--- src/sv/bje_pkg.sv ---
// Shared types, widths and the per-bin constant table for the binned jet resolution block.
// No dependencies; every other file of the block imports this package.
package bje_pkg;

  // Field widths
  localparam int ETA_W = 14;
  localparam int ET_W  = 20;
  localparam int RES_W = 20;
  localparam int MAG_W = 14;

  // Table layout
  localparam int ROM_BINS = 26;
  localparam int BIN_W    = 5;
  localparam int HI_W     = 12;
  localparam int A_W      = 10;
  localparam int B2_W     = 14;
  localparam int C2_W     = 16;
  localparam int K_W      = 19;

  // Datapath widths
  localparam int AE_W     = A_W + ET_W;     // a*E
  localparam int BE_W     = B2_W + ET_W;    // b^2*E
  localparam int BT_W     = BE_W + 20;      // 1e6*b^2*E
  localparam int CT_W     = C2_W + 27;      // 1e8*c^2
  localparam int R_W      = 2 * AE_W;       // radicand
  localparam int S_W      = R_W / 2;        // root
  localparam int REM_W    = S_W + 2;        // root remainder
  localparam int P_W      = S_W + K_W;      // root * cosh
  localparam int RND_SH   = 20;             // 655360000 = 2^20 * 625
  localparam int Q_W      = P_W - RND_SH;
  localparam int RECIP_W  = 30;
  localparam int RECIP_SH = 39;
  localparam int PROD_W   = Q_W + RECIP_W;

  localparam logic [19:0]        B_SCALE     = 20'd1000000;
  localparam logic [26:0]        C_SCALE     = 27'd100000000;
  localparam logic [28:0]        ROUND_HALF  = 29'd327680000;
  // ceil(2^39 / 625): exact floor division for quotients below 2^29
  localparam logic [RECIP_W-1:0] RECIP       = 30'd879609303;
  localparam logic [RES_W-1:0]   DEFAULT_RES = 20'd1000;

  // One bin: upper |eta| edge (milli, exclusive), a (1e-4), b^2 and c^2 (0.01^2), cosh (Q16)
  typedef struct packed {
    logic [HI_W-1:0] hi;
    logic [A_W-1:0]  a;
    logic [B2_W-1:0] b2;
    logic [C2_W-1:0] c2;
    logic [K_W-1:0]  k;
  } bin_rom_t;

  // Sideband carried along the arithmetic pipeline
  typedef struct packed {
    logic           in_range;
    logic [K_W-1:0] k;
  } side_t;

  function automatic bin_rom_t bin_rom(input logic [BIN_W-1:0] idx);
    bin_rom_t ent;
    case (idx)
      5'd0:    ent = '{hi: 12'd87,   a: 10'd686, b2: 14'd10609, c2: 16'd28224, k: 19'd65598};
      5'd1:    ent = '{hi: 12'd174,  a: 10'd737, b2: 14'd10201, c2: 16'd30276, k: 19'd66095};
      5'd2:    ent = '{hi: 12'd261,  a: 10'd657, b2: 14'd11449, c2: 16'd0,     k: 19'd67092};
      5'd3:    ent = '{hi: 12'd348,  a: 10'd620, b2: 14'd11449, c2: 16'd0,     k: 19'd68598};
      5'd4:    ent = '{hi: 12'd435,  a: 10'd605, b2: 14'd11449, c2: 16'd0,     k: 19'd70623};
      5'd5:    ent = '{hi: 12'd522,  a: 10'd590, b2: 14'd11664, c2: 16'd0,     k: 19'd73183};
      5'd6:    ent = '{hi: 12'd609,  a: 10'd577, b2: 14'd11664, c2: 16'd0,     k: 19'd76297};
      5'd7:    ent = '{hi: 12'd696,  a: 10'd525, b2: 14'd11881, c2: 16'd0,     k: 19'd79989};
      5'd8:    ent = '{hi: 12'd783,  a: 10'd582, b2: 14'd11881, c2: 16'd0,     k: 19'd84287};
      5'd9:    ent = '{hi: 12'd870,  a: 10'd649, b2: 14'd11664, c2: 16'd0,     k: 19'd89223};
      5'd10:   ent = '{hi: 12'd957,  a: 10'd654, b2: 14'd12100, c2: 16'd0,     k: 19'd94836};
      5'd11:   ent = '{hi: 12'd1044, a: 10'd669, b2: 14'd12321, c2: 16'd0,     k: 19'd101166};
      5'd12:   ent = '{hi: 12'd1131, a: 10'd643, b2: 14'd13225, c2: 16'd0,     k: 19'd108262};
      5'd13:   ent = '{hi: 12'd1218, a: 10'd645, b2: 14'd13456, c2: 16'd0,     k: 19'd116179};
      5'd14:   ent = '{hi: 12'd1305, a: 10'd637, b2: 14'd14161, c2: 16'd0,     k: 19'd124975};
      5'd15:   ent = '{hi: 12'd1392, a: 10'd695, b2: 14'd14641, c2: 16'd0,     k: 19'd134718};
      5'd16:   ent = '{hi: 12'd1479, a: 10'd748, b2: 14'd14400, c2: 16'd0,     k: 19'd145481};
      5'd17:   ent = '{hi: 12'd1566, a: 10'd624, b2: 14'd15129, c2: 16'd0,     k: 19'd157347};
      5'd18:   ent = '{hi: 12'd1653, a: 10'd283, b2: 14'd15625, c2: 16'd0,     k: 19'd170403};
      5'd19:   ent = '{hi: 12'd1740, a: 10'd316, b2: 14'd14641, c2: 16'd0,     k: 19'd184751};
      5'd20:   ent = '{hi: 12'd1830, a: 10'd0,   b2: 14'd14400, c2: 16'd0,     k: 19'd200782};
      5'd21:   ent = '{hi: 12'd1930, a: 10'd0,   b2: 14'd12996, c2: 16'd28900, k: 19'd219745};
      5'd22:   ent = '{hi: 12'd2043, a: 10'd0,   b2: 14'd11881, c2: 16'd43264, k: 19'd243373};
      5'd23:   ent = '{hi: 12'd2172, a: 10'd0,   b2: 14'd11881, c2: 16'd26569, k: 19'd273586};
      5'd24:   ent = '{hi: 12'd2322, a: 10'd0,   b2: 14'd11881, c2: 16'd28224, k: 19'd313427};
      5'd25:   ent = '{hi: 12'd2500, a: 10'd0,   b2: 14'd12544, c2: 16'd31684, k: 19'd368143};
      default: ent = '0;
    endcase
    return ent;
  endfunction

endpackage

--- src/sv/bje_scale.sv ---
// Output arithmetic: root times cosh(centre), rounded division by 1e4*2^16, default select.
// Depends on bje_pkg.
module bje_scale (
  input  logic                       clk,
  input  logic                       rst_n,
  input  logic                       en,
  input  logic                       in_v,
  input  logic [bje_pkg::S_W-1:0]    s,
  input  bje_pkg::side_t             in_side,
  output logic                       out_v,
  output logic [bje_pkg::RES_W-1:0]  res,
  output logic                       in_range
);
  import bje_pkg::*;

  logic [P_W-1:0]    p_nxt;
  logic [P_W-1:0]    rsum;
  logic [Q_W-1:0]    q;
  logic [PROD_W-1:0] prod_nxt;
  logic [RES_W-1:0]  quo;
  logic [RES_W-1:0]  res_nxt;

  logic              v1_r, v2_r, v3_r;
  logic [P_W-1:0]    p_r;
  logic [PROD_W-1:0] prod_r;
  logic              fl1_r, fl2_r, fl3_r;
  logic [RES_W-1:0]  res_r;

  // Divide by 2^20 * 625: add half, shift, then reciprocal multiply for /625.
  // The quotient stays below 2^20 for every bin, so it never needs to clip.
  always_comb begin
    p_nxt    = P_W'(s) * P_W'(in_side.k);
    rsum     = p_r + P_W'(ROUND_HALF);
    q        = rsum[P_W-1:RND_SH];
    prod_nxt = PROD_W'(q) * PROD_W'(RECIP);
    quo      = prod_r[PROD_W-1:RECIP_SH];
    res_nxt  = fl2_r ? quo : DEFAULT_RES;
  end

  always_ff @(posedge clk) begin
    if (!rst_n) begin
      v1_r <= 1'b0;
      v2_r <= 1'b0;
      v3_r <= 1'b0;
    end else if (en) begin
      v1_r <= in_v;
      v2_r <= v1_r;
      v3_r <= v2_r;
    end
  end

  always_ff @(posedge clk) begin
    if (en) begin
      p_r    <= p_nxt;
      fl1_r  <= in_side.in_range;
      prod_r <= prod_nxt;
      fl2_r  <= fl1_r;
      res_r  <= res_nxt;
      fl3_r  <= fl2_r;
    end
  end

  assign out_v    = v3_r;
  assign res      = res_r;
  assign in_range = fl3_r;

endmodule

--- config.mk ---
export PLATFORM = sky130hd
export DESIGN_NAME = bje_scale
export DESIGN_NICKNAME = d
export VERILOG_FILES = /design/src/sv/bje_pkg.sv /design/src/sv/bje_scale.sv
export SDC_FILE = /design/constraint.sdc
export NUM_CORES = 2
export LEC_CHECK = 0
export BUFFER_PORTS_ARGS = -buffer_cell sky130_fd_sc_hd__clkbuf_2
export CORE_AREA = 2 2 248 250
export CTS_CLUSTER_DIAMETER = 40
export DETAILED_ROUTE_END_ITERATION = 6
export DIE_AREA = 0 0 250 252
export HOLD_SLACK_MARGIN = 0.03
export PLACE_DENSITY = 0.87
export SLEW_MARGIN = 20
export SYNTH_ARGS = -nofsm -noshare
export SYNTH_HDL_FRONTEND = slang
export SYNTH_SLANG_ARGS = --single-unit
--- constraint.sdc ---
create_clock -name clk -period 16.4 [get_ports clk]
set_clock_uncertainty 0.1 [all_clocks]
set_input_delay 0 -clock clk [delete_from_list [all_inputs] [get_ports clk]]
set_output_delay 0 -clock clk [all_outputs]
set_load 0.005 [all_outputs]
==> summary.txt <==
Worst setup path category -> register to register
Vias per std cell -> 5.65
Port bufs -> 75
Via count -> 25400
Signal arrival time at the worst endpoint -> 9.93 ns
Share of the cycle needed by the critical path after routing -> 60.5%
Fraction of layout cells with a size suffix above 1 -> 3.08%
Worst hold path class -> input port to register
Pin count of the biggest net entering global routing -> 77
Max-slew headroom -> 27.0%
Routed length on met2 -> 45000 um
EDFF count, synth -> 73
Slowest stage cell, crit path -> a211oi_1
Remaining antenna violation count after routing -> 0
Worst Path Required -> 16.40 ns
Fraction of synthesis flops using an asynchronous set or reset pin -> 0%
Global-route wire length before repair -> 150000 um
Number of DRC markers after the initial detailed-route iteration -> 2096
Buffer type at the clock tree root -> clkbuf_16
Worst path top cell family by delay -> adder cells
Endpoints failing setup -> 0
Antenna violations before repair -> 0
Number of buffers inserted during clock tree synthesis -> 9
Shortest period the worst path allows -> 9.92 ns
Die Y-Extent -> 252 um
Dominant cell type by count on the critical path -> fa_1
Clk pin slew, worst setup/hold paths -> 0.07 ns
Actual transition at the worst max-transition pin -> 1.09 ns
Total global-route track usage -> 31.2%
Most used DFF post-synth -> edfxtp_1
Antenna Cells -> 0
Number of buffers on the longest clock path -> 2
Half-perimeter wire length after detailed placement -> 77600 um
Number of nets in the finished design -> 5082
Synth cell types -> 54
Top Layer Used -> met4
Critical path buffer and inverter count -> 5
Initial standard-cell utilization of the core -> 59.7%
Crit. End Element -> register
# placed instances -> 4468
Post-cts resize count -> 0
Count of clock tree sinks -> 76
Number of max-capacitance violations reported -> 0
Cell row count -> 90
Core box area -> 0.0601 mm2
Synthesized instance count -> 3730
Post-Layout Cell Count -> 4487
Remaining global-route overflow -> 0
Final wirelength -> 93100 um
Status -> finished, final reports clean
Number of placed I/O pins -> 76
TritonRoute pass-1 iters -> 5
Maximum frequency from static timing analysis -> 0.101 GHz
Post-synthesis net count -> 5112
Total DRC errors in the routed layout -> 0
Number of synthesized register bits -> 76
Chip width -> 250 um
Final weighted congestion in routability-driven placement -> 1.01
Via count of the first global-routing pass -> 28200
Maximum single-stage delay on the critical path -> 0.88 ns
Clock tree from TritonCTS -> built
Post-synth design cell area -> 0.0359 mm2
Metal-1 WL -> 35100 um
Setup total negative slack -> 0 ns
Proportion of synthesized chip area in sequential cells -> 6.27%
Highest fanout seen on the critical path -> 7
Setup repair after global routing missed its margin -> false
Final-report hold violation count -> 0
Clock latency on the worst-skew pair -> 0.35 ns
Worst Setup Start Kind -> register
Routed wirelength normalized by instance count -> 20.7 um
Floorplan die area -> 0.0630 mm2
Post-synthesis to final-layout area growth -> 3.65%
Final number of max-transition violations -> 0
Total number of yosys warnings -> 0
Amount of wire on met3 after detailed routing -> 9310 um
Post-Syn Area per Cell -> 9.63 um2
Number of levels in the clock H-tree -> 3
[worst paths after layout]
path,end,cells past startpoint,start,slack [ns]
hold reg to reg,fl2_r,0,fl1_r,0.33
setup / recovery,prod_r[57],27,p_r[21],6.48
hold / removal,res[19],1,en,0.19
setup reg to reg,prod_r[57],27,p_r[21],6.48
[cells by family (layout without fill, tap and decap cells)]
family | count (synthesis) | count (layout) | share of synthesized area [%]
AOI/OAI and AO/OA | 245 | 245 | 4.42
xor gates and xnor gates | 84 | 84 | 2.05
adders and majority gates | 1328 | 1328 | 64.1
buffers and inverters | 1175 | 1150 | 12.3
DFF | 76 | 76 | 6.27
muxes | 4 | 4 | 0.111
and+or+nand+nor | 818 | 818 | 10.8
[cell usage in the layout, fill, tap and decap left out, types with 35 or more instances in the layout]
cell type and count:
a21o_1 51, a21oi_1 81, and2_1 195, clkbuf_2 74
edfxtp_1 73, fa_1 853, ha_1 475, inv_1 1047
nand2_1 450, nor2_1 39, o21ai_0 35, xnor2_1 55
[state kept, by name, summed over array words and instances, names as in the netlist]
signal	flops
v2_r	1
fl2_r	1
p_r	30
out_v	1
res	20
fl1_r	1
v1_r	1
in_range	1
prod_r	20
[synth_stat cells (4+ instances only)]
cell       number  area (um2)
nor2_1         39         146
and3_1         13        81.3
and4_1          4        35.0
inv_1        1047        3930
o21a_1          8        60.1
nand2_1       450        1690
nand3_1        27         135
fa_1          853       17100
a31oi_1         8        50.1
nor3b_1         4        30.0
a41oi_1         4        35.0
or3_1           4        25.0
ha_1          475        5940
or2_2           6        37.5
nor2b_1        13        81.3
o21ai_0        35         175
nand4_1        24         150
nor4_1          4        25.0
a21o_1         51         383
a211oi_1        8        60.1
a21oi_1        81         405
o21bai_1        9        67.6
o211ai_1       11        82.6
and2_1        195        1220
nand2b_1       12        75.1
o2111ai_1       5        43.8
a311oi_1        4        35.0
xnor2_1        57         499
mux2i_1         4        40.0
edfxtp_1       73        2190
clkbuf_1      127         477
nor3_1         17        85.1
xor2_1         27         236
[stage by stage]
stage                     setup WS (ns)  utilization (%)  hold WS, ns  instance area (um2)
after global placement             6.77             61.3       0.0772                36900
final                              6.48             61.9        0.189                37200
after global routing               5.98             61.9        0.240                37200
after floorplan                    8.12                -     -0.00113                35900
after detailed placement           6.53             61.3       0.0805                36900
after CTS                          6.51             61.9        0.212                37200
[repair_timing]
item | CTS | global route
hold buffers | 3 | 0
buffers inserted | 0 | 0
hold endpoints to repair | 4 | 0
[layer usage]
metal  vias to the layer above  GRT usage [%]
li1                      11000              -
met1                     12800           40.2
met2                      1316           52.4
met3                       255           7.13
met4                         0           10.2
met5                         -              0
[cell type report]
type	count	area (um2)
clock inverter	7	97.6
clock buffer	9	225
timing repair buffer	87	475
multi-input combinational	2479	29300
tap	782	978
inverter	1047	3930
sequential	76	2250
fill	4816	22900
Power is left out: the tool's default activity adds up to more than one toggle a clock period on the data nets, which glitch-free logic cannot reach.
