## src/sv/bje_pkg.sv

```systemverilog
// Shared types, widths and the per-bin constant table for the binned jet resolution block.
// No dependencies; every other file of the block imports this package.
package bje_pkg;

  // Field widths
  localparam int ETA_W = 14;
  localparam int ET_W  = 20;
  localparam int RES_W = 20;
  localparam int MAG_W = 14;

  // Table layout
  localparam int ROM_BINS = 26;
  localparam int BIN_W    = 5;
  localparam int HI_W     = 12;
  localparam int A_W      = 10;
  localparam int B2_W     = 14;
  localparam int C2_W     = 16;
  localparam int K_W      = 19;

  // Datapath widths
  localparam int AE_W     = A_W + ET_W;     // a*E
  localparam int BE_W     = B2_W + ET_W;    // b^2*E
  localparam int BT_W     = BE_W + 20;      // 1e6*b^2*E
  localparam int CT_W     = C2_W + 27;      // 1e8*c^2
  localparam int R_W      = 2 * AE_W;       // radicand
  localparam int S_W      = R_W / 2;        // root
  localparam int REM_W    = S_W + 2;        // root remainder
  localparam int P_W      = S_W + K_W;      // root * cosh
  localparam int RND_SH   = 20;             // 655360000 = 2^20 * 625
  localparam int Q_W      = P_W - RND_SH;
  localparam int RECIP_W  = 30;
  localparam int RECIP_SH = 39;
  localparam int PROD_W   = Q_W + RECIP_W;

  localparam logic [19:0]        B_SCALE     = 20'd1000000;
  localparam logic [26:0]        C_SCALE     = 27'd100000000;
  localparam logic [28:0]        ROUND_HALF  = 29'd327680000;
  // ceil(2^39 / 625): exact floor division for quotients below 2^29
  localparam logic [RECIP_W-1:0] RECIP       = 30'd879609303;
  localparam logic [RES_W-1:0]   DEFAULT_RES = 20'd1000;

  // One bin: upper |eta| edge (milli, exclusive), a (1e-4), b^2 and c^2 (0.01^2), cosh (Q16)
  typedef struct packed {
    logic [HI_W-1:0] hi;
    logic [A_W-1:0]  a;
    logic [B2_W-1:0] b2;
    logic [C2_W-1:0] c2;
    logic [K_W-1:0]  k;
  } bin_rom_t;

  // Sideband carried along the arithmetic pipeline
  typedef struct packed {
    logic           in_range;
    logic [K_W-1:0] k;
  } side_t;

  function automatic bin_rom_t bin_rom(input logic [BIN_W-1:0] idx);
    bin_rom_t ent;
    case (idx)
      5'd0:    ent = '{hi: 12'd87,   a: 10'd686, b2: 14'd10609, c2: 16'd28224, k: 19'd65598};
      5'd1:    ent = '{hi: 12'd174,  a: 10'd737, b2: 14'd10201, c2: 16'd30276, k: 19'd66095};
      5'd2:    ent = '{hi: 12'd261,  a: 10'd657, b2: 14'd11449, c2: 16'd0,     k: 19'd67092};
      5'd3:    ent = '{hi: 12'd348,  a: 10'd620, b2: 14'd11449, c2: 16'd0,     k: 19'd68598};
      5'd4:    ent = '{hi: 12'd435,  a: 10'd605, b2: 14'd11449, c2: 16'd0,     k: 19'd70623};
      5'd5:    ent = '{hi: 12'd522,  a: 10'd590, b2: 14'd11664, c2: 16'd0,     k: 19'd73183};
      5'd6:    ent = '{hi: 12'd609,  a: 10'd577, b2: 14'd11664, c2: 16'd0,     k: 19'd76297};
      5'd7:    ent = '{hi: 12'd696,  a: 10'd525, b2: 14'd11881, c2: 16'd0,     k: 19'd79989};
      5'd8:    ent = '{hi: 12'd783,  a: 10'd582, b2: 14'd11881, c2: 16'd0,     k: 19'd84287};
      5'd9:    ent = '{hi: 12'd870,  a: 10'd649, b2: 14'd11664, c2: 16'd0,     k: 19'd89223};
      5'd10:   ent = '{hi: 12'd957,  a: 10'd654, b2: 14'd12100, c2: 16'd0,     k: 19'd94836};
      5'd11:   ent = '{hi: 12'd1044, a: 10'd669, b2: 14'd12321, c2: 16'd0,     k: 19'd101166};
      5'd12:   ent = '{hi: 12'd1131, a: 10'd643, b2: 14'd13225, c2: 16'd0,     k: 19'd108262};
      5'd13:   ent = '{hi: 12'd1218, a: 10'd645, b2: 14'd13456, c2: 16'd0,     k: 19'd116179};
      5'd14:   ent = '{hi: 12'd1305, a: 10'd637, b2: 14'd14161, c2: 16'd0,     k: 19'd124975};
      5'd15:   ent = '{hi: 12'd1392, a: 10'd695, b2: 14'd14641, c2: 16'd0,     k: 19'd134718};
      5'd16:   ent = '{hi: 12'd1479, a: 10'd748, b2: 14'd14400, c2: 16'd0,     k: 19'd145481};
      5'd17:   ent = '{hi: 12'd1566, a: 10'd624, b2: 14'd15129, c2: 16'd0,     k: 19'd157347};
      5'd18:   ent = '{hi: 12'd1653, a: 10'd283, b2: 14'd15625, c2: 16'd0,     k: 19'd170403};
      5'd19:   ent = '{hi: 12'd1740, a: 10'd316, b2: 14'd14641, c2: 16'd0,     k: 19'd184751};
      5'd20:   ent = '{hi: 12'd1830, a: 10'd0,   b2: 14'd14400, c2: 16'd0,     k: 19'd200782};
      5'd21:   ent = '{hi: 12'd1930, a: 10'd0,   b2: 14'd12996, c2: 16'd28900, k: 19'd219745};
      5'd22:   ent = '{hi: 12'd2043, a: 10'd0,   b2: 14'd11881, c2: 16'd43264, k: 19'd243373};
      5'd23:   ent = '{hi: 12'd2172, a: 10'd0,   b2: 14'd11881, c2: 16'd26569, k: 19'd273586};
      5'd24:   ent = '{hi: 12'd2322, a: 10'd0,   b2: 14'd11881, c2: 16'd28224, k: 19'd313427};
      5'd25:   ent = '{hi: 12'd2500, a: 10'd0,   b2: 14'd12544, c2: 16'd31684, k: 19'd368143};
      default: ent = '0;
    endcase
    return ent;
  endfunction

endpackage

```

## src/sv/bje_terms.sv

```systemverilog
// Radicand pipeline: (a*E)^2 + 1e6*b^2*E + 1e8*c^2 over three register stages.
// Depends on bje_pkg.
module bje_terms (
  input  logic                      clk,
  input  logic                      rst_n,
  input  logic                      en,
  input  logic                      in_v,
  input  logic [bje_pkg::ET_W-1:0]  e,
  input  logic [bje_pkg::A_W-1:0]   a,
  input  logic [bje_pkg::B2_W-1:0]  b2,
  input  logic [bje_pkg::C2_W-1:0]  c2,
  input  bje_pkg::side_t            in_side,
  output logic                      out_v,
  output logic [bje_pkg::R_W-1:0]   r,
  output bje_pkg::side_t            out_side
);
  import bje_pkg::*;

  logic [AE_W-1:0] ae_nxt;
  logic [BE_W-1:0] be_nxt;
  logic [R_W-1:0]  ae2_nxt;
  logic [BT_W-1:0] bt_nxt;
  logic [CT_W-1:0] ct_nxt;
  logic [R_W-1:0]  r_nxt;

  logic            v1_r, v2_r, v3_r;
  logic [AE_W-1:0] ae_r;
  logic [BE_W-1:0] be_r;
  logic [C2_W-1:0] c2_r;
  side_t           side1_r, side2_r, side3_r;
  logic [R_W-1:0]  ae2_r;
  logic [BT_W-1:0] bt_r;
  logic [CT_W-1:0] ct_r;
  logic [R_W-1:0]  r_r;

  // Stage 1: products with E; stage 2: square and constant scaling; stage 3: sum
  always_comb begin
    ae_nxt  = AE_W'(a) * AE_W'(e);
    be_nxt  = BE_W'(b2) * BE_W'(e);
    ae2_nxt = R_W'(ae_r) * R_W'(ae_r);
    bt_nxt  = BT_W'(be_r) * BT_W'(B_SCALE);
    ct_nxt  = CT_W'(c2_r) * CT_W'(C_SCALE);
    r_nxt   = ae2_r + R_W'(bt_r) + R_W'(ct_r);
  end

  always_ff @(posedge clk) begin
    if (!rst_n) begin
      v1_r <= 1'b0;
      v2_r <= 1'b0;
      v3_r <= 1'b0;
    end else if (en) begin
      v1_r <= in_v;
      v2_r <= v1_r;
      v3_r <= v2_r;
    end
  end

  always_ff @(posedge clk) begin
    if (en) begin
      ae_r    <= ae_nxt;
      be_r    <= be_nxt;
      c2_r    <= c2;
      side1_r <= in_side;
      ae2_r   <= ae2_nxt;
      bt_r    <= bt_nxt;
      ct_r    <= ct_nxt;
      side2_r <= side1_r;
      r_r     <= r_nxt;
      side3_r <= side2_r;
    end
  end

  assign out_v    = v3_r;
  assign r        = r_r;
  assign out_side = side3_r;

endmodule

```

## config.mk

```make
export PLATFORM = sky130hd
export DESIGN_NAME = bje_terms
export DESIGN_NICKNAME = d
export VERILOG_FILES = /design/src/sv/bje_pkg.sv /design/src/sv/bje_terms.sv
export SDC_FILE = /design/constraint.sdc
export NUM_CORES = 2
export LEC_CHECK = 0
export BUFFER_PORTS_ARGS = -buffer_cell sky130_fd_sc_hd__buf_2
export CORE_MARGIN = 2
export CORE_UTILIZATION = 45
export DETAILED_ROUTE_END_ITERATION = 16
export PLACE_DENSITY_LB_ADDON = 0.12
export SYNTH_ARGS = -nofsm -noshare
export SYNTH_HDL_FRONTEND = slang
export SYNTH_SLANG_ARGS = --single-unit
```

## constraint.sdc

```tcl
create_clock -name clk -period 10.9 [get_ports clk]
set_clock_uncertainty 0.2 [all_clocks]
set_input_delay 2.18 -clock clk [delete_from_list [all_inputs] [get_ports clk]]
set_output_delay 2.18 -clock clk [all_outputs]
set_load 0.02 [all_outputs]
```

==> reports/metrics.yaml <==
route:
  postRouteAntennaNets: 0
  vias: 44870
  viasPerCell: 5.174
  dr_wl_met3_mm: 8.654
  dr_wl_met2_mm: 81.30
  routed.top_layer: "met4"
  wirelength_mm: 171.9
  drt_iter0_drc: 2483
  met1_length_mm: 78.16
  dr.pass1.iters: 5
  drcViolationCount: 0
  wl_per_cell_um: 19.83
cts:
  root_buffer: "clkbuf_16"
  cts_htree_levels: 2
  clk_path_buf_depth: 3
  cts_hold_buffers: 0
  insertion_delay_ns: 0.63
  cts_tree: "built"
  postCtsResizedCells: 0
  clock-sinks: 344
  numCtsBuffers: 43
  clkTransAtPathRegs_ns: 0.06
  cts_setup_buffers: 0
synth:
  syn_area_um2: 67300
  syn_inst: 6662
  ys_seq_area_share_pct: 15.30
  avgSynthCellArea_um2: 10.10
  yosysUniqueCellTypes: 84
  yosys_warnings: 0
  ys_ff_latch: 344
  async_reset_ff_share_pct: 0
  synthFlopType: "edfxtp_1"
  syn_nets: 8849
  synth_edf_count: 341
timing:
  period_needed_ns: 9.084
  setup_viol: 0
  hold_viol_final: 0
  slew_headroom_pct: 16.98
  period_share_pct: 83.34
  worst_pin_slew_ns: 1.236
  rsz0062_at_grt: "false"
  setup_tns_ns: 0
  drv_slew: 0
  fmax_mhz: 110.1
setup_path:
  cp.required_ns: 11.05
  cp_data_arrival_time_ns: 9.23
  path_max_fanout: 14
  worstSetupStartpoint: "ae_r[5]$_DFFE_PP_"
  crit_path_end_kind: "flip-flop"
  timing.rr.start: "ae_r[5]$_DFFE_PP_"
  cp-start-kind: "flip-flop"
  path_class: "flip-flop to flip-flop"
floorplan:
  die_h_um: 390.7
  dieArea_um2: 152700
  fp-row-count: 141
  num_io_pins: 165
  start_util_pct: 45.42
  chipWidth_um: 390.7
  core-area_um2: 148200
global_route:
  grt_pass1_wl_mm: 277.4
  grt_max_degree: 141
  antenna_found_initial: 4
  grtUsageTotal_pct: 23.57
  grt_overflow: 0
  grt_pass1_vias: 49140
status:
  status: "finished clean"
layout:
  multi_input_area_um2: 49990
  num-nets-final: 8892
  fillCellCount: 14000
  area_growth_pct: 6.347
  final-seq-area_um2: 10300
  drive_above_1_share_pct: 4.764
  final_cells: 8671
place:
  io_buffers: 163
  gp_congestion: 0.9028
  placedCellCount: 8590
  place_hpwl_mm: 141.8
min_path:
  holdCritStartpoint: "side1_r[15]$_DFFE_PP_"
  hold_class: "flip-flop to flip-flop"
job:
  drv_cap: 0
layout make-up:
class                      count  share of cell area (%)
clock inverter                30                  0.4912
multi-input combinational   4450                   69.84
sequential                   344                   14.39
antenna                        3                 0.01049
timing repair buffer         214                   1.706
inverter                    1652                   8.663
clock buffer                  48                   1.530
tap                         1930                   3.374
synth_stat cells (11+ instances only):
master	instances	area share, %
a31oi_1	20	0.19
xnor2_1	158	2.1
or2_2	11	0.10
a211oi_1	19	0.21
clkbuf_1	211	1.2
inv_1	1650	9.2
o21bai_1	43	0.48
nand3_1	50	0.37
a21o_1	132	1.5
and2_1	387	3.6
a21oi_1	208	1.5
edfxtp_1	341	15
nor3_1	36	0.27
xor2_1	95	1.2
nand4_1	30	0.28
nor2b_1	39	0.36
nor2_1	136	0.76
o31ai_1	13	0.14
nand2_1	642	3.6
and3_1	31	0.29
ha_1	763	14
fa_1	1340	40
o21ai_0	102	0.76
nand2b_1	23	0.21
o21a_1	21	0.23
routing by layer:
layer	vias up	global-route usage, %
met5	-	0
met4	0	5.054
met3	172	2.615
met2	1011	39.23
met1	23100	33.28
li1	20580	-
logic make-up after synthesis:
group           share of synthesized area [%]
xor+xnor                                3.292
compound gates                          6.633
other cells                          0.005572
mux                                    0.1060
buf+inv                                 10.43
simple gates                            10.19
flops                                   15.30
fa+ha+maj                               54.04
path summary, 6_finish.rpt:
kind                      endpoint  slack [ns]  depth (start not counted)
max            ae2_r[57]$_DFFE_PP_        1.82                         25
min          side2_r[15]$_DFFE_PP_        0.22                          0
max reg2reg    ae2_r[57]$_DFFE_PP_        1.82                         25
min reg2reg  side2_r[15]$_DFFE_PP_        0.22                          0
through the flow:
step | area, um2 | setup slack, ns | utilization, % | hold slack, ns
floorplan | 67300 | 2.824 | - | 0.2003
global placement | 70120 | 2.045 | 47.32 | 0.2011
detailed placement | 70120 | 1.973 | 47.32 | 0.2045
CTS | 71570 | 1.906 | 48.29 | 0.2157
global route | 71570 | 1.327 | 48.30 | 0.2225
finish | 71580 | 1.816 | 48.30 | 0.2151
cell usage in the layout, fill, tap and decap left out, types with 50 or more instances in the layout:
| master | synthesis | final |
|---|---|---|
| buf_4 | 1 | 50 |
| fa_1 | 1340 | 1340 |
| o21ai_0 | 102 | 102 |
| inv_1 | 1650 | 1650 |
| edfxtp_1 | 341 | 341 |
| xor2_1 | 95 | 95 |
| buf_2 | 3 | 162 |
| nand2_1 | 642 | 642 |
| nand3_1 | 50 | 50 |
| xnor2_1 | 158 | 158 |
| and2_1 | 387 | 387 |
| a21o_1 | 132 | 132 |
| a21oi_1 | 208 | 208 |
| nor2_1 | 136 | 136 |
| ha_1 | 763 | 763 |
sequential cells by signal (all words and copies together), names as in the netlist, 20 cells and up:
| register | flops |
|---|---|
| ae_r | 30 |
| ct_r | 35 |
| side1_r | 20 |
| side2_r | 20 |
| bt_r | 48 |
| ae2_r | 59 |
| be_r | 34 |
| out_side | 20 |
| r | 59 |
critical path, cell delays in order (launching register included):
cell and delay (ns):
edfxtp_1 0.95, inv_1 0.35, nor2_1 0.38, fa_1 0.48, fa_1 0.52, inv_1 0.05
fa_1 0.47, fa_1 0.49, inv_1 0.05, fa_1 0.50, inv_1 0.05, fa_1 0.58
fa_1 0.49, fa_1 0.52, inv_1 0.05, ha_1 0.36, and3_1 0.21, a221o_1 0.34
a21oi_1 0.14, o31ai_1 0.12, a41oi_1 0.34, nor2_1 0.15, a21oi_1 0.45, o21ai_1 0.19
a211oi_1 0.29, xnor2_1 0.09
Power is not shown: default switching activity piles up to over one toggle a cycle in this logic, so the estimate is an artifact.
