`src/sv/bje_pkg.sv`:
```
// Shared types, widths and the per-bin constant table for the binned jet resolution block.
// No dependencies; every other file of the block imports this package.
package bje_pkg;

  // Field widths
  localparam int ETA_W = 14;
  localparam int ET_W  = 20;
  localparam int RES_W = 20;
  localparam int MAG_W = 14;

  // Table layout
  localparam int ROM_BINS = 26;
  localparam int BIN_W    = 5;
  localparam int HI_W     = 12;
  localparam int A_W      = 10;
  localparam int B2_W     = 14;
  localparam int C2_W     = 16;
  localparam int K_W      = 19;

  // Datapath widths
  localparam int AE_W     = A_W + ET_W;     // a*E
  localparam int BE_W     = B2_W + ET_W;    // b^2*E
  localparam int BT_W     = BE_W + 20;      // 1e6*b^2*E
  localparam int CT_W     = C2_W + 27;      // 1e8*c^2
  localparam int R_W      = 2 * AE_W;       // radicand
  localparam int S_W      = R_W / 2;        // root
  localparam int REM_W    = S_W + 2;        // root remainder
  localparam int P_W      = S_W + K_W;      // root * cosh
  localparam int RND_SH   = 20;             // 655360000 = 2^20 * 625
  localparam int Q_W      = P_W - RND_SH;
  localparam int RECIP_W  = 30;
  localparam int RECIP_SH = 39;
  localparam int PROD_W   = Q_W + RECIP_W;

  localparam logic [19:0]        B_SCALE     = 20'd1000000;
  localparam logic [26:0]        C_SCALE     = 27'd100000000;
  localparam logic [28:0]        ROUND_HALF  = 29'd327680000;
  // ceil(2^39 / 625): exact floor division for quotients below 2^29
  localparam logic [RECIP_W-1:0] RECIP       = 30'd879609303;
  localparam logic [RES_W-1:0]   DEFAULT_RES = 20'd1000;

  // One bin: upper |eta| edge (milli, exclusive), a (1e-4), b^2 and c^2 (0.01^2), cosh (Q16)
  typedef struct packed {
    logic [HI_W-1:0] hi;
    logic [A_W-1:0]  a;
    logic [B2_W-1:0] b2;
    logic [C2_W-1:0] c2;
    logic [K_W-1:0]  k;
  } bin_rom_t;

  // Sideband carried along the arithmetic pipeline
  typedef struct packed {
    logic           in_range;
    logic [K_W-1:0] k;
  } side_t;

  function automatic bin_rom_t bin_rom(input logic [BIN_W-1:0] idx);
    bin_rom_t ent;
    case (idx)
      5'd0:    ent = '{hi: 12'd87,   a: 10'd686, b2: 14'd10609, c2: 16'd28224, k: 19'd65598};
      5'd1:    ent = '{hi: 12'd174,  a: 10'd737, b2: 14'd10201, c2: 16'd30276, k: 19'd66095};
      5'd2:    ent = '{hi: 12'd261,  a: 10'd657, b2: 14'd11449, c2: 16'd0,     k: 19'd67092};
      5'd3:    ent = '{hi: 12'd348,  a: 10'd620, b2: 14'd11449, c2: 16'd0,     k: 19'd68598};
      5'd4:    ent = '{hi: 12'd435,  a: 10'd605, b2: 14'd11449, c2: 16'd0,     k: 19'd70623};
      5'd5:    ent = '{hi: 12'd522,  a: 10'd590, b2: 14'd11664, c2: 16'd0,     k: 19'd73183};
      5'd6:    ent = '{hi: 12'd609,  a: 10'd577, b2: 14'd11664, c2: 16'd0,     k: 19'd76297};
      5'd7:    ent = '{hi: 12'd696,  a: 10'd525, b2: 14'd11881, c2: 16'd0,     k: 19'd79989};
      5'd8:    ent = '{hi: 12'd783,  a: 10'd582, b2: 14'd11881, c2: 16'd0,     k: 19'd84287};
      5'd9:    ent = '{hi: 12'd870,  a: 10'd649, b2: 14'd11664, c2: 16'd0,     k: 19'd89223};
      5'd10:   ent = '{hi: 12'd957,  a: 10'd654, b2: 14'd12100, c2: 16'd0,     k: 19'd94836};
      5'd11:   ent = '{hi: 12'd1044, a: 10'd669, b2: 14'd12321, c2: 16'd0,     k: 19'd101166};
      5'd12:   ent = '{hi: 12'd1131, a: 10'd643, b2: 14'd13225, c2: 16'd0,     k: 19'd108262};
      5'd13:   ent = '{hi: 12'd1218, a: 10'd645, b2: 14'd13456, c2: 16'd0,     k: 19'd116179};
      5'd14:   ent = '{hi: 12'd1305, a: 10'd637, b2: 14'd14161, c2: 16'd0,     k: 19'd124975};
      5'd15:   ent = '{hi: 12'd1392, a: 10'd695, b2: 14'd14641, c2: 16'd0,     k: 19'd134718};
      5'd16:   ent = '{hi: 12'd1479, a: 10'd748, b2: 14'd14400, c2: 16'd0,     k: 19'd145481};
      5'd17:   ent = '{hi: 12'd1566, a: 10'd624, b2: 14'd15129, c2: 16'd0,     k: 19'd157347};
      5'd18:   ent = '{hi: 12'd1653, a: 10'd283, b2: 14'd15625, c2: 16'd0,     k: 19'd170403};
      5'd19:   ent = '{hi: 12'd1740, a: 10'd316, b2: 14'd14641, c2: 16'd0,     k: 19'd184751};
      5'd20:   ent = '{hi: 12'd1830, a: 10'd0,   b2: 14'd14400, c2: 16'd0,     k: 19'd200782};
      5'd21:   ent = '{hi: 12'd1930, a: 10'd0,   b2: 14'd12996, c2: 16'd28900, k: 19'd219745};
      5'd22:   ent = '{hi: 12'd2043, a: 10'd0,   b2: 14'd11881, c2: 16'd43264, k: 19'd243373};
      5'd23:   ent = '{hi: 12'd2172, a: 10'd0,   b2: 14'd11881, c2: 16'd26569, k: 19'd273586};
      5'd24:   ent = '{hi: 12'd2322, a: 10'd0,   b2: 14'd11881, c2: 16'd28224, k: 19'd313427};
      5'd25:   ent = '{hi: 12'd2500, a: 10'd0,   b2: 14'd12544, c2: 16'd31684, k: 19'd368143};
      default: ent = '0;
    endcase
    return ent;
  endfunction

endpackage

```
`src/sv/bje_sqrt.sv`:
```
// Pipelined integer square root, one result bit per register stage.
// Depends on bje_pkg.
module bje_sqrt (
  input  logic                      clk,
  input  logic                      rst_n,
  input  logic                      en,
  input  logic                      in_v,
  input  logic [bje_pkg::R_W-1:0]   in_r,
  input  bje_pkg::side_t            in_side,
  output logic                      out_v,
  output logic [bje_pkg::S_W-1:0]   s,
  output bje_pkg::side_t            out_side
);
  import bje_pkg::*;

  logic             v_r    [S_W];
  logic [REM_W-1:0] rem_r  [S_W];
  logic [S_W-1:0]   root_r [S_W];
  logic [R_W-1:0]   x_r    [S_W];
  side_t            side_r [S_W];

  for (genvar g = 0; g < S_W; g++) begin : g_stage
    logic             v_in;
    logic [REM_W-1:0] rem_in;
    logic [S_W-1:0]   root_in;
    logic [R_W-1:0]   x_in;
    side_t            side_in;
    logic [REM_W+1:0] sh, trial, diff;
    logic [REM_W-1:0] rem_nxt;
    logic [S_W-1:0]   root_nxt;
    logic [R_W-1:0]   x_nxt;

    if (g == 0) begin : g_first
      assign v_in    = in_v;
      assign rem_in  = '0;
      assign root_in = '0;
      assign x_in    = in_r;
      assign side_in = in_side;
    end else begin : g_rest
      assign v_in    = v_r[g-1];
      assign rem_in  = rem_r[g-1];
      assign root_in = root_r[g-1];
      assign x_in    = x_r[g-1];
      assign side_in = side_r[g-1];
    end

    // Bring down two radicand bits, try 4*root+1
    always_comb begin
      sh    = {rem_in, x_in[R_W-1 -: 2]};
      trial = {2'b00, root_in, 2'b01};
      diff  = sh - trial;
      x_nxt = {x_in[R_W-3:0], 2'b00};
      if (sh >= trial) begin
        rem_nxt  = diff[REM_W-1:0];
        root_nxt = {root_in[S_W-2:0], 1'b1};
      end else begin
        rem_nxt  = sh[REM_W-1:0];
        root_nxt = {root_in[S_W-2:0], 1'b0};
      end
    end

    always_ff @(posedge clk) begin
      if (!rst_n) begin
        v_r[g] <= 1'b0;
      end else if (en) begin
        v_r[g] <= v_in;
      end
    end

    always_ff @(posedge clk) begin
      if (en) begin
        rem_r[g]  <= rem_nxt;
        root_r[g] <= root_nxt;
        x_r[g]    <= x_nxt;
        side_r[g] <= side_in;
      end
    end
  end

  assign out_v    = v_r[S_W-1];
  assign s        = root_r[S_W-1];
  assign out_side = side_r[S_W-1];

endmodule

```
`config.mk`:
```
export PLATFORM = sky130hd
export DESIGN_NAME = bje_sqrt
export DESIGN_NICKNAME = d
export VERILOG_FILES = /design/src/sv/bje_pkg.sv /design/src/sv/bje_sqrt.sv
export SDC_FILE = /design/constraint.sdc
export NUM_CORES = 2
export LEC_CHECK = 0
export BUFFER_PORTS_ARGS = -buffer_cell sky130_fd_sc_hd__buf_2
export CAP_MARGIN = 20
export CELL_PAD_IN_SITES_DETAIL_PLACEMENT = 1
export CELL_PAD_IN_SITES_GLOBAL_PLACEMENT = 1
export CORE_MARGIN = 3
export CORE_UTILIZATION = 40
export CTS_CLUSTER_DIAMETER = 80
export DETAILED_ROUTE_END_ITERATION = 8
export PLACE_DENSITY = 0.59
export SYNTH_ARGS = -nofsm -noshare
export SYNTH_HDL_FRONTEND = slang
export SYNTH_MEMORY_MAX_BITS = 65536
export SYNTH_SLANG_ARGS = --single-unit
export TNS_END_PERCENT = 10
```
`constraint.sdc`:
```
create_clock -name clk -period 4.2 [get_ports clk]
set_clock_uncertainty 0.2 [all_clocks]
set_input_delay 0.42 -clock clk [delete_from_list [all_inputs] [get_ports clk]]
set_output_delay 0.42 -clock clk [all_outputs]
set_load 0.05 [all_outputs]
```
==> summary.md <==
| Metric | Value |
|---|---|
| Tmin final | `around 4 ns` |
| Vias per inst | `around 5.1` |
| Final net count | `roughly 9,800` |
| Synth cell types | `around 100` |
| Max stage delay on crit path | `around 0.45 ns` |
| Number of global-route vias before repair | `about 73,000` |
| Routed wire length | `around 270 mm` |
| H-tree depth | `5` |
| Clk slew on worst S/H paths | `about 0.06 ns` |
| Post-CTS Repair Setup Buffers | `0` |
| Max-Cap Viols | `0` |
| Grt total ovfl | `0` |
| Most used flip-flop cell after synthesis | `edfxtp_1` |
| Core box area | `a little over 300,000 um^2` |
| Post-synthesis sequential area ratio | `0.699` |
| Initial Util | `0.403` |
| Sink Count | `approximately 2,800` |
| GRT Overall Usage | `0.170` |
| First-pass GRT wire length | `421 mm` |
| Share of cells above drive strength 1 | `0.0917` |
| Iter 0 DRT Violations | `~4,100` |
| Largest cells by area after synthesis | `edfxtp_1 70%, ha_1 5.1%, xor2_1 2.8%, xnor2_1 2.5%, a21oi_1 1.9%` |
| Min-delay worst type | `input port to flop` |
| Top post-synthesis cells by count | `2,846 x edfxtp_1, 628 x inv_1, 573 x nand2_1` |
| Sum of buffers and inverters on the critical path | `3` |
| DRC Markers | `0` |
| Crit path capture type | `flop` |
| Worst-path cell chain | `inv_1 > ha_1 > a21oi_1 > o21ai_0 > a21oi_1 > o221ai_1 > a311oi_1 > o21ai_0 > a21boi_4 > buf_4 > buf_4 > o21ai_0` |
| Mapped Area | `122,000 um^2` |
| DIE WIDTH | `559 um` |
| CP Data Required Time | `~4.6 ns` |
| Later-pin clock latency in the skew report | `~0.90 ns` |
| Clk root buf | `clkbuf_16` |
| Placed cells | `approximately 13,000` |
| Slew margin rel. | `0.399` |
| Share of synthesized flip-flops with an asynchronous set or reset | `0` |
| CTS tree | `yes` |
| Synth-to-Final Area Change | `15.4%` |
| Fin cells | `13,600` |
| Hold_ws | `0.0781 ns` |
| Yosys warnings | `0` |
| Final Max Slew Viols | `0` |
| Die Area | `312,000 um^2` |
| # setup viols final | `0` |
| Dpl cell area | `roughly 130,000 um^2` |
| Buffers on Ports | `roughly 130` |
| Status | `finished, final reports clean` |
| PwrDens | `about 550 nW/um^2` |
| Largest net degree at the start of global routing | `between 100 and 150` |
| Register bit total from synthesis | `2,847` |
| WL/cell | `between 15 and 20 um` |
| Hold Fails Final Rpt | `0` |
| Clock buffer depth | `4` |
| Critical Path Start Type | `flop` |
| Final ANT Viol Nets | `0` |
| Post-synth top area share | `0.699` |
| Design Area, Final | `between 100,000 and 150,000 um^2` |
| Critical path class | `flop to flop` |
| Final period utilization | `0.937` |
| Syn_area_per_cell | `about 14 um^2` |
| Leakage | `between 50 and 60 nW` |
| Setup TNS | `0 ns` |
| Worst path arrival time | `between 4 and 5 ns` |
| Syn Inst Count | `~8,600` |
| Post-detail-place hpwl | `roughly 190 mm` |
| Delay-heaviest family, CP | `compound AO/OA/AOI/OAI gates` |
| Height of the die | `about 560 um` |
| Post-synth EDFFs | `between 2,000 and 3,000` |
| Num rows | `approximately 200` |
| Top-count cell post-synth | `edfxtp_1` |
| Net Count, Synth | `a little over 9,000` |
| Routability cong. | `0.861` |
| Fmax | `254 MHz` |
| CTS Buf Count | `roughly 320` |
| Cell taking the most area after synthesis | `edfxtp_1` |
| CP max FO | `25` |
| # IOs | `~140` |
| DR vias | `roughly 69,000` |
| Actual slew at the worst max-slew pin | `0.893 ns` |
| Critical-path top delay cell | `a311oi_1` |
| Antenna violations before repair | `5` |
| CP most frequent cell | `o21ai_0` |
| Peak VDD IR | `between 0.0003 and 0.0004 V` |
| RSZ-0062 raised after global routing | `false` |
| TritonRoute pass-1 iters | `5` |
logic make-up (layout without fill, tap and decap cells):
logic type | Yosys count | after routing | share of synthesized area
and+or+nand+nor | 2092 | 2092 | 0.0851
xor gates and xnor gates | 739 | 739 | 0.0529
adders and majority gates | 496 | 496 | 0.0508
muxes | 59 | 59 | 0.00530
AOI/OAI and AO/OA | 1615 | 1615 | 0.0818
DFF | 2847 | 2847 | 0.699
buffers and inverters | 800 | 1653 | 0.0248
other | 1 | 4 | 0.0000307
cells in the final DEF, fill, tap and decap left out, types with 86 or more instances in the layout:
cell type and n:
xnor2_1 347, buf_4 118, nor3_1 180, edfxtp_1 2846, a21o_1 209, a21oi_1 469, nand2_1 573, or3_1 86
nor2_1 471, clkbuf_16 324, dlygate4sd3_1 157, nand3_1 143, nand2b_1 94, buf_2 133, inv_1 628, nor4_1 111
ha_1 496, xor2_1 392, o21ai_0 448
path summary, 6_finish.rpt:
check / from / cells past startpoint / slack [ns] / to
max: root_r[1][249]$_DFFE_PP_ / 12 / 0.26 / rem_r[6][38]$_DFFE_PP_
min: in_r[32] / 2 / 0.08 / x_r[0][32]$_DFFE_PP_
max reg2reg: root_r[1][249]$_DFFE_PP_ / 12 / 0.26 / rem_r[6][38]$_DFFE_PP_
min reg2reg: side_r[1][140]$_DFFE_PP_ / 0 / 0.18 / side_r[2][0]$_DFFE_PP_
power breakdown:
group	internal (mW)	total [mW]	switching [mW]
clock network	16.0	27.4	11.4
logic	5.13	12.6	7.50
registers	35.2	37.3	2.08
routing by layer:
layer	vias to the layer above	wire length [um]	GRT usage
li1	33500	-	-
met2	922	132000	0.293
met3	434	8740	0.0253
met5	-	0	0
met1	34600	119000	0.222
met4	0	7400	0.0479
worst reg2reg max path, cell delays in order (launching register included):
cell and delay (ns):
edfxtp_1 0.43, inv_1 0.08, ha_1 0.38, a21oi_1 0.25, o21ai_0 0.24, a21oi_1 0.22, o221ai_1 0.14, a311oi_1 0.45
o21ai_0 0.37, a21boi_4 0.24, buf_4 0.30, buf_4 0.26, o21ai_0 0.12
layout make-up:
class                   count  area [um^2]
flip-flops and latches   2847        85500
well taps                4080         5100
fillers                 30100       162000
clock inverters           190         2030
inverters                 630         2360
diodes                      3         7.51
repair buffers            446         3880
clock buffers             387         8340
multi-input cells        5002        33800
sequential cells by signal, summed over array words and instances (netlist names):
signal / count
x_r: 870
root_r: 465
rem_r: 882
v_r: 30
side_r: 600
metrics by stage:
step / utilization / total power, mW / setup slack (ns)
2_1_floorplan: - / 45.6 / 0.765
3_3_place_gp: 0.425 / 50.1 / 0.308
3_5_place_dp: 0.425 / 50.4 / 0.176
5_1_grt: 0.465 / 81.5 / 0.000856
6_report: 0.465 / 77.4 / 0.264
4_1_cts: 0.465 / 78.6 / 0.161
what timing repair did:
item,in CTS,in global routing
gates resized for setup,0,2
hold buffers,157,0
endpoints found under the setup margin,0,9
endpoints found under the hold margin,160,0
Note: power is estimated with default switching activity, not from simulation.
